<file path="src/rtl/simd_vector_permute_unit_top_macros.svh">
// Assertion macros for the vector permute unit top level.
// Included by simd_vector_permute_unit_top; no other dependencies.
`ifndef SIMD_VECTOR_PERMUTE_UNIT_TOP_MACROS_SVH
`define SIMD_VECTOR_PERMUTE_UNIT_TOP_MACROS_SVH
`ifndef SYNTHESIS
`define SVPU_ASSERT_IMPL(label, a, c) \
    label: assert property (@(posedge clk) disable iff (!rst_n) (a) |-> (c)) \
    else $error("svpu check failed");
`define SVPU_ASSERT_NEXT(label, a, c) \
    label: assert property (@(posedge clk) disable iff (!rst_n) (a) |=> (c)) \
    else $error("svpu check failed");
`else
`define SVPU_ASSERT_IMPL(label, a, c)
`define SVPU_ASSERT_NEXT(label, a, c)
`endif
`endif

</file>
<file path="src/rtl/svpu_pkg.sv">
// Package for the vector permute unit: operation codes and shared types.
// No dependencies.
`default_nettype none
package svpu_pkg;
    typedef enum logic [4:0] {
        OP_PSHUFB = 5'd0, OP_UNPCKL = 5'd1, OP_UNPCKH = 5'd2, OP_PSHUFD = 5'd3,
        OP_PSHUFLW = 5'd4, OP_PSHUFHW = 5'd5, OP_SHUFPS = 5'd6, OP_SHUFPD = 5'd7,
        OP_PALIGNR = 5'd8, OP_BLENDD = 5'd9, OP_PERM2F = 5'd10, OP_MOVDDUP = 5'd11,
        OP_MOVSHDUP = 5'd12, OP_MOVSLDUP = 5'd13, OP_PSHUFW = 5'd14,
        OP_BCAST = 5'd15, OP_PERMD = 5'd16
    } op_t;

    localparam int LANE_BYTES = 16;
    localparam logic [7:0] MAX_SHIFT = 8'd32;

    typedef logic [7:0] byte_t;
    typedef byte_t [LANE_BYTES-1:0] lane_t;

    // Control shared by both lanes
    typedef struct packed {
        logic [4:0] op;
        logic [7:0] imm;
        logic [1:0] elog;
        logic       wide;
    } ctrl_t;
endpackage
`default_nettype wire

</file>
<file path="src/rtl/svpu_merge.sv">
// Merging stage: joins lane results, applies width and support masking.
// Depends on svpu_pkg.
`default_nettype none
module svpu_merge
    import svpu_pkg::*;
(
    input  wire  ctrl_t       ctrl,
    input  wire  lane_t       r_lo,
    input  wire  lane_t       r_hi,
    output logic [255:0]      res,
    output logic              ok
);
    always_comb
    begin
        ok = 1'b1;
        if (ctrl.op > OP_PERMD) ok = 1'b0;
        if ((ctrl.op == OP_PERM2F || ctrl.op == OP_PERMD) && !ctrl.wide) ok = 1'b0;
        if (ctrl.op == OP_PSHUFW && ctrl.wide) ok = 1'b0;
        res = ok ? {(ctrl.wide ? r_hi : lane_t'('0)), r_lo} : 256'd0;
    end
endmodule
`default_nettype wire

</file>
<file path="config.mk">
export PLATFORM = sky130hd
export DESIGN_NAME = svpu_merge
export DESIGN_NICKNAME = d
export VERILOG_FILES = /design/src/rtl/simd_vector_permute_unit_top_macros.svh /design/src/rtl/svpu_pkg.sv /design/src/rtl/svpu_merge.sv
export SDC_FILE = /design/constraint.sdc
export NUM_CORES = 1
export LEC_CHECK = 0
export BUFFER_PORTS_ARGS = -buffer_cell sky130_fd_sc_hd__buf_4
export CORE_AREA = 4 4 202 204
export DETAILED_ROUTE_END_ITERATION = 12
export DIE_AREA = 0 0 206 208
export PLACE_DENSITY_LB_ADDON = 0.08
export SYNTH_ARGS = -nofsm -noshare
export SYNTH_HDL_FRONTEND = slang
export SYNTH_SLANG_ARGS = --single-unit
export TNS_END_PERCENT = 1
</file>
<file path="constraint.sdc">
create_clock -name vclk -period 2.1
set_clock_uncertainty 0.15 [all_clocks]
set_input_delay 0 -clock vclk [all_inputs]
set_output_delay 0 -clock vclk [all_outputs]
set_load 0.02 [all_outputs]
</file>
Yosys cells after proc, flatten, opt, wreduce, memory -nomap -nowiden
Cells that the tools add are included.

operators by class
  magnitude comparators = 1
  equal/unequal tests = 3
  muxes and demuxes = 5
  reduce and logical (&&, ||, !) cells = 4

operators by type and width
  kind                number
  $mux 256            1
  $mux 128            1
  $eq 5x4->1 const B  2
  $eq 5x5->1 const B  1
  $gt 5x5->1 const B  1
  $mux 1              3
  $logic_and 1x1->1   2
  $logic_not 1->1     1
  $logic_or 1x1->1    1

word-level totals
  output and inout bits = 257
  register bits = 0
  word-level logic and storage cells = 13
  bits of input ports = 272

Depth between registers and ports, before layout
Gate-level depths: netlist of run 1.

  depth after elaboration = 6
  mapped depth = 5
  depth with buffers taken out = 3

Least setup slack after synthesis of run 1
OpenSTA, ideal clock, no wires.

  kind = in2out
  start point = in ctrl[11] (netlist name)
  end point = out res[119]
  data required time = 1.950 ns
  buffers on the path = 1
  stages = 4
  slack = 0.438 ns
  arrival time = 1.512 ns
  cells stage by stage = or4b_1 a221oi_2 clkbuf_1 and2_1

between the ends
  longest elaborated chain between the ends = 6
  elaborated cells between the ends (all ways) = 11
  those cells by class = order compare: 1; eq/ne: 3; mux: 4; reduce/logical: 3

ends and longest elaborated chain
  element                                             line              text
  start, declared                                     svpu_merge.sv:7   input wire ctrl_t ctrl,
  branches (longest 4 deep; another with $gt 5x5->1)  --
  $mux 1 (*)                                          svpu_merge.sv:18  if (ctrl.op == OP_PSHUFW && ctrl.wide) ok = 1'b0;
  named net ok                                        svpu_merge.sv:11  output logic ok
  $mux 256 (*)                                        svpu_merge.sv:19  res = ok ? {(ctrl.wide ? r_hi : lane_t'('0)), r_lo} : 256'd0;
  end, declared                                       svpu_merge.sv:10  output logic [255:0] res,

Mark *: on every way through the listed nets, which the timed path passes.

Worst setup path after layout of run 1
  start point = in ctrl[11] (netlist name)
  end point = out res[36]

between the ends
  longest elaborated chain between the ends = 6
  elaborated cells between the ends (all ways) = 11
  those cells by class = order compare: 1; eq/ne: 3; mux: 4; reduce/logical: 3

ends and longest elaborated chain
  element                                             line
  branches (longest 4 deep; another with $gt 5x5->1)  --
  $mux 1 (*)                                          svpu_merge.sv:18
  $mux 256 (*)                                        svpu_merge.sv:19

Mark *: on every way between the ends.

==> impl_metrics.json, run 1 <==
{
  "core_sq_mm": 0.03928,
  "seqCellArea_sq_um": 0,
  "dieArea_sq_mm": 0.04285,
  "postCtsSetupBuffers": 0,
  "rows": 73,
  "drv_cap": 0,
  "antenna_found_initial": 0,
  "synth_top_area_cell": "and2_1",
  "ys_warn_count": 0,
  "cp_num_cells": 7,
  "ioPinCount": 529,
  "final-setup-viol-count": 0,
  "critPathKind": "input pin to output port",
  "die_x_um": 206,
  "start_kind": "input pin",
  "tightestPinTransition_ns": 0.4858,
  "run_status": "finished, final reports clean",
  "drive_above_1_share_pct": 66.88,
  "drc": 0,
  "ctsHoldBuffers": 0,
  "grt_overflow": 0,
  "first_pass_iters": 4,
  "clkbuf_count": 0,
  "grt_pass1_wl_mm": 28.40,
  "setup_tns_ns": 0,
  "syn_inst": 306,
  "mostFrequentLayoutCells": "buf_4, and2_1, and3_1",
  "via_per_inst": 3.093,
  "grt_max_degree": 129,
  "cp-end-kind": "output port",
  "initial_core_util_pct": 4.718,
  "hold_viol": 0,
  "area_growth_syn_to_layout_pct": 244.8,
  "worst_hold_path_type": "input pin to output port",
  "endpoint": "res[36]",
  "cp_max_fo": 47,
  "cp.required_ns": 1.95,
  "cp_slowest_stage_delay_ns": 0.57,
  "relSlewSlack_pct": 67.62,
  "fmax_ghz": 0.5314,
  "antenna_left": 0,
  "fin_crit_sh_pct": 89.61,
  "synth_top_area_share_pct": 43.55,
  "seq_cell_count": 0,
  "netlist_area_sq_mm": 0.001853,
  "critPathBufInv": 4,
  "fill_cells": 4588,
  "crit_family": "simple AND/OR/NAND/NOR gates",
  "avgSynthCellArea_sq_um": 6.056,
  "rsz0062_at_grt": "no",
  "grt_pass1_vias": 4218,
  "cts_resized": 0,
  "synthDistinctLibCells": 11,
  "period_needed_ns": 1.882,
  "arrival_ns": 1.73,
  "globalplace.congestion": 0.6877,
  "drt-wirelength-per-cell_um": 16.11,
  "drt_iter0_drc": 125,
  "portBuffers": 519,
  "startpoint": "ctrl[11]",
  "drv_slew": 0,
  "synth_nets": 578,
  "routed_wl_mm": 21.22,
  "die_h_um": 208,
  "final_common_cell": "buf_4",
  "synth_area_leaders": "and2_1, and3_1, clkbuf_1, clkbuf_2, and3b_1",
  "grt_usage_pct": 8.575,
  "dp_hpwl_mm": 18.13,
  "num-nets-final": 1065,
  "cpMaxStageDelayCell": "or4b_1",
  "vias": 4074,
  "cp_cell_sequence": "buf_4, or4b_1, a221oi_4, buf_12, buf_12, and2_1, buf_4",
  "seq_area_frac_synth_pct": 0
}
-- routing by layer --
layer,wire length [um],share of wire (%),GRT usage [%],vias to the layer above
li1,-,-,-,1987
met4,124,0.58,0.4360,0
met2,12620,59,19.23,283
met5,0,0,0,-
met3,2431,11,2.587,6
met1,6045,28,7.388,1798
-- how the worst min path moves through the flow --
stage,from,end,slack (ns),cells past startpoint
CTS,r_lo[116],res[116],0.15,3
detailed placement,r_lo[116],res[116],0.15,3
finish,r_lo[116],res[116],0.15,3
global placement,r_lo[116],res[116],0.16,3
global route,r_lo[123],res[123],0.17,3
floorplan,r_lo[0],res[0],0.03,1
-- Yosys cell counts --
cell type,count
and3b_1,2
o31a_1,1
and2_1,129
and3_1,128
buf_4,2
o22ai_1,1
or4b_1,1
a221oi_2,1
clkbuf_2,11
xnor2_1,1
clkbuf_1,29
-- layout make-up --
class | instances | area (sq um) | share of cell area, %
antenna | 1 | 2.502 | 0.03916
multi-input combinational | 264 | 1699 | 26.59
tap | 525 | 656.9 | 10.28
timing repair buffer | 527 | 4031 | 63.09
-- logic make-up after synthesis --
logic type | count (synthesis) | synth area share, %
AO/OA/AOI/OAI | 3 | 1.621
AND/OR/NAND/NOR | 260 | 88.25
XOR/XNOR | 1 | 0.4727
buffers and inverters | 42 | 9.655
-- through the flow --
step           instance area (sq um)  util [%]  cells  worst slack, ns  hold slack [ns]
4_1_cts                         6387     16.26   1316           0.1842           0.1538
3_5_place_dp                    6387     16.26   1316           0.1996           0.1538
6_report                        6390     16.27   1317           0.2182           0.1522
5_1_grt                         6387     16.26   1316           0.1381           0.1679
3_3_place_gp                    6387     16.26   1316           0.1912           0.1562
2_1_floorplan                   1853         -    306           0.4385          0.03269
==> inputs of run 2 (changes only) <==
--- a/config.mk
+++ b/config.mk
@@ -6,10 +6,11 @@
 export NUM_CORES = 1
 export LEC_CHECK = 0
 export BUFFER_PORTS_ARGS = -buffer_cell sky130_fd_sc_hd__buf_4
-export CORE_AREA = 4 4 202 204
+export CORE_AREA = 10 10 197 199
 export DETAILED_ROUTE_END_ITERATION = 12
-export DIE_AREA = 0 0 206 208
+export DIE_AREA = 0 0 207 209
 export PLACE_DENSITY_LB_ADDON = 0.08
+export REMOVE_ABC_BUFFERS = 1
 export SYNTH_ARGS = -nofsm -noshare
 export SYNTH_HDL_FRONTEND = slang
 export SYNTH_SLANG_ARGS = --single-unit
==> impl_metrics.json, run 2 (synthesis gave the netlist of run 1 again) <==
{
  "final-setup-viol-count": 0,
  "drive_above_1_share_pct": 67.04,
  "worst_hold_path_type": "input pin to output port",
  "die_x_um": 207,
  "hold_viol": 0,
  "drv_slew": 0,
  "vias": 4061,
  "area_growth_syn_to_layout_pct": 242.8,
  "cts_resized": 0,
  "num-nets-final": 1069,
  "cp_max_fo": 31,
  "drt-wirelength-per-cell_um": 19.18,
  "final_common_cell": "buf_4",
  "grt_pass1_vias": 4434,
  "globalplace.congestion": 0.7669,
  "worst_hold_slack_ns": 0.1554,
  "drt_iter0_drc": 148,
  "drv_cap": 0,
  "grt_pass1_wl_mm": 33.24,
  "cp.required_ns": 1.95,
  "die_h_um": 209,
  "initial_core_util_pct": 5.287,
  "run_status": "finished, final reports clean",
  "relSlewSlack_pct": 36.20,
  "ctsHoldBuffers": 0,
  "cpMaxStageDelayCell": "or4b_1",
  "portBuffers": 519,
  "setup_ws_ns": 0.1890,
  "seqCellArea_sq_um": 0,
  "dieArea_sq_mm": 0.04326,
  "arrival_ns": 1.76,
  "antenna_left": 0,
  "postCtsSetupBuffers": 0,
  "dp_hpwl_mm": 21.61,
  "cp_slowest_stage_delay_ns": 0.57,
  "fmax_ghz": 0.5233,
  "period_needed_ns": 1.911,
  "grt_usage_pct": 10.06,
  "core_sq_mm": 0.03505,
  "tightestPinTransition_ns": 0.9571,
  "rsz0062_at_grt": "no",
  "first_pass_iters": 4,
  "grt_overflow": 0,
  "cp-end-kind": "output port",
  "critPathBufInv": 4,
  "ioPinCount": 529,
  "mostFrequentLayoutCells": "buf_4, and2_1, and3_1",
  "antenna_found_initial": 1,
  "rows": 69,
  "dp_worst_setup_slack_ns": 0.1645,
  "irDropWorstVdd_v": 0.00009833,
  "fin_crit_sh_pct": 91.00,
  "grt_max_degree": 129,
  "fin_util_pct": 18.12,
  "powerDensity_mw_per_mm2": 255.1,
  "critPathKind": "input pin to output port",
  "crit_family": "simple AND/OR/NAND/NOR gates",
  "p_leak_nw": 3.783,
  "clkbuf_count": 0,
  "drc": 0,
  "start_kind": "input pin",
  "via_per_inst": 3.231,
  "routed_wl_mm": 24.11,
  "cp_cell_sequence": "buf_4, or4b_1, a221oi_4, buf_12, buf_12, and2_1, buf_4",
  "seq_cell_count": 0
}
run 2: cell count changes in the layout (fill, tap and decap cells not counted), sizes merged:
cell	delta
buf	+4
run 2: routing by layer:
metal	vias to the layer above	global-route usage, %	wire length, um
li1	1995	-	-
met1	1772	9.117	7784
met2	292	20.52	13430
met3	2	4.861	2838
met4	0	0.2265	61
met5	-	0	0
run 2: final timing paths:
kind / startpoint / end / slack, ns / cells past startpoint
worst max-delay path: ctrl[11] / res[111] / 0.19 / 7
worst min-delay path: r_lo[15] / res[15] / 0.16 / 3
run 2: layout make-up:
cell class | instances | area (sq um)
fill | 4052 | 28700
timing repair buffer | 531 | 4074
multi-input combinational | 264 | 1699
tap | 461 | 576.8
antenna | 1 | 2.502
run 2: per-stage QoR:
| stage | total power [mW] | std cells | TNS (ns) | cell area, sq um |
|---|---|---|---|---|
| detailed placement | 1.657 | 1256 | 0 | 6350 |
| global route | 1.738 | 1257 | 0 | 6352 |
| floorplan | 0.6331 | 264 | -478.91 | 1674 |
| global placement | 1.682 | 1256 | 0 | 6350 |
| CTS | 1.660 | 1256 | 0 | 6350 |
| finish | 1.620 | 1257 | 0 | 6352 |
run 2: report_power, final:
| group | internal, mW | switching [mW] | total, mW |
|---|---|---|---|
| clock | 0.0000000637 | 0 | 0.0000000637 |
| combinational | 0.833 | 0.787 | 1.62 |
| sequential | 0 | 0 | 0 |
(Power assumes the default switching activity.)
==> inputs of run 3 (changes only) <==
--- a/config.mk
+++ b/config.mk
@@ -6,9 +6,9 @@
 export NUM_CORES = 1
 export LEC_CHECK = 0
 export BUFFER_PORTS_ARGS = -buffer_cell sky130_fd_sc_hd__buf_4
-export CORE_AREA = 10 10 197 199
+export CORE_AREA = 2 2 206 208
 export DETAILED_ROUTE_END_ITERATION = 12
-export DIE_AREA = 0 0 207 209
+export DIE_AREA = 0 0 208 210
 export PLACE_DENSITY_LB_ADDON = 0.08
 export REMOVE_ABC_BUFFERS = 1
 export SYNTH_ARGS = -nofsm -noshare
==> impl_metrics.json, run 3 (synthesis gave the netlist of run 1 again) <==
{
  "grt_usage_pct": 8.045,
  "arrival_ns": 1.72,
  "ctsHoldBuffers": 0,
  "min-delay-start": "r_lo[121]",
  "run_status": "finished, final reports clean",
  "dp_hpwl_mm": 17.50,
  "seqCellArea_sq_um": 0,
  "holdPathStages": 3,
  "critPathBufInv": 4,
  "hold-path-endpoint": "res[121]",
  "fin_util_pct": 15.65,
  "cp-end-kind": "output port",
  "drv_slew": 0,
  "cp_max_fo": 26,
  "ioPinCount": 529,
  "postCtsSetupBuffers": 0,
  "portBuffers": 519,
  "first_pass_iters": 4,
  "via_per_inst": 3.024,
  "final_common_cell": "buf_4",
  "drt_iter0_drc": 84,
  "worst_hold_slack_ns": 0.1522,
  "period_needed_ns": 1.869,
  "n_antenna_cell": 0,
  "powerDensity_mw_per_mm2": 248.4,
  "drc": 0,
  "cp.required_ns": 1.95,
  "grt_pass1_wl_mm": 26.85,
  "rows": 75,
  "die_h_um": 210,
  "layout.cells.non_filler": 1338,
  "critPathKind": "input pin to output port",
  "drt-wirelength-per-cell_um": 14.99,
  "vias": 4046,
  "core_sq_mm": 0.04148,
  "antenna_left": 0,
  "fill_cells": 4828,
  "globalplace.congestion": 0.7474,
  "multi_input_area_sq_mm": 0.001699,
  "worst_hold_path_type": "input pin to output port",
  "die_x_um": 208,
  "drive_above_1_share_pct": 67.21,
  "fin_crit_sh_pct": 88.98,
  "crit_family": "simple AND/OR/NAND/NOR gates",
  "dp_worst_setup_slack_ns": 0.1916,
  "clkbuf_count": 0,
  "final-setup-viol-count": 0,
  "hold_viol": 0,
  "cpMaxStageDelayCell": "or4b_1",
  "dieArea_sq_mm": 0.04368,
  "mostFrequentLayoutCells": "buf_4, and2_1, and3_1",
  "seq_cell_count": 0,
  "antenna_found_initial": 1,
  "initial_core_util_pct": 4.468,
  "start_kind": "input pin",
  "cp_cell_sequence": "buf_4, or4b_1, a221oi_4, buf_12, buf_12, and2_1, buf_4",
  "dp_cells": 1338,
  "area_growth_syn_to_layout_pct": 250.2,
  "irDropWorstVdd_v": 0.00006657,
  "routed_wl_mm": 20.06,
  "setup_ws_ns": 0.2313,
  "cts_resized": 0,
  "grt_max_degree": 129,
  "grt_pass1_vias": 3843,
  "drv_cap": 0,
  "startpoint": "ctrl[11]",
  "rsz0062_at_grt": "no",
  "fmax_ghz": 0.5351,
  "relSlewSlack_pct": 67.52,
  "p_leak_nw": 3.806,
  "cp_slowest_stage_delay_ns": 0.57,
  "tightestPinTransition_ns": 0.4871,
  "num-nets-final": 1073,
  "grt_overflow": 0
}
==> run 3: cell types whose count changed in the layout (fill, tap and decap cells not counted) <==
cell	before	now
buf_4	524	527
diode_2	1	0
buf_12	7	8
==> run 3: worst max-delay path by stage <==
stage	endpoint	cells past startpoint
2_1_floorplan	res[128]	3
3_3_place_gp	res[115]	7
5_1_grt	res[9]	7
6_report	res[95]	7
4_1_cts	res[9]	7
3_5_place_dp	res[9]	7
==> run 3: cell type report <==
type,count,area share [%]
tap,539,10.39
timing repair buffer,535,63.43
multi-input combinational,264,26.18
==> run 3: metrics by stage <==
| stage | total power, mW | area [sq um] | TNS [ns] |
|---|---|---|---|
| after global routing | 1.719 | 6490 | 0 |
| after detailed placement | 1.647 | 6490 | 0 |
| after CTS | 1.651 | 6490 | 0 |
| after global placement | 1.671 | 6490 | 0 |
| final | 1.612 | 6490 | 0 |
| after floorplan | 0.6331 | 1674 | -478.91 |
==> run 3: tightest hold or removal path, stage by stage <==
cell and delay, ns:
buf_4 0.07, and2_1 0.10, buf_4 0.13
==> run 3: routing by layer <==
metal | share of wire [%] | vias to the layer above | track usage [%] | wire length, um
met3 | 9.4 | 4 | 2.399 | 1878
met1 | 33 | 1768 | 8.122 | 6709
met4 | 0.39 | 2 | 0.2935 | 79
met5 | 0.060 | - | 0 | 12
li1 | - | 2002 | - | -
met2 | 57 | 270 | 16.75 | 11380
==> run 3: power by group <==
part	leakage (nW)	switching, mW	total [mW]	internal [mW]
Clock	0	0	0	0
Sequential	0	0	0	0
Combinational	3.81	0.770	1.61	0.842
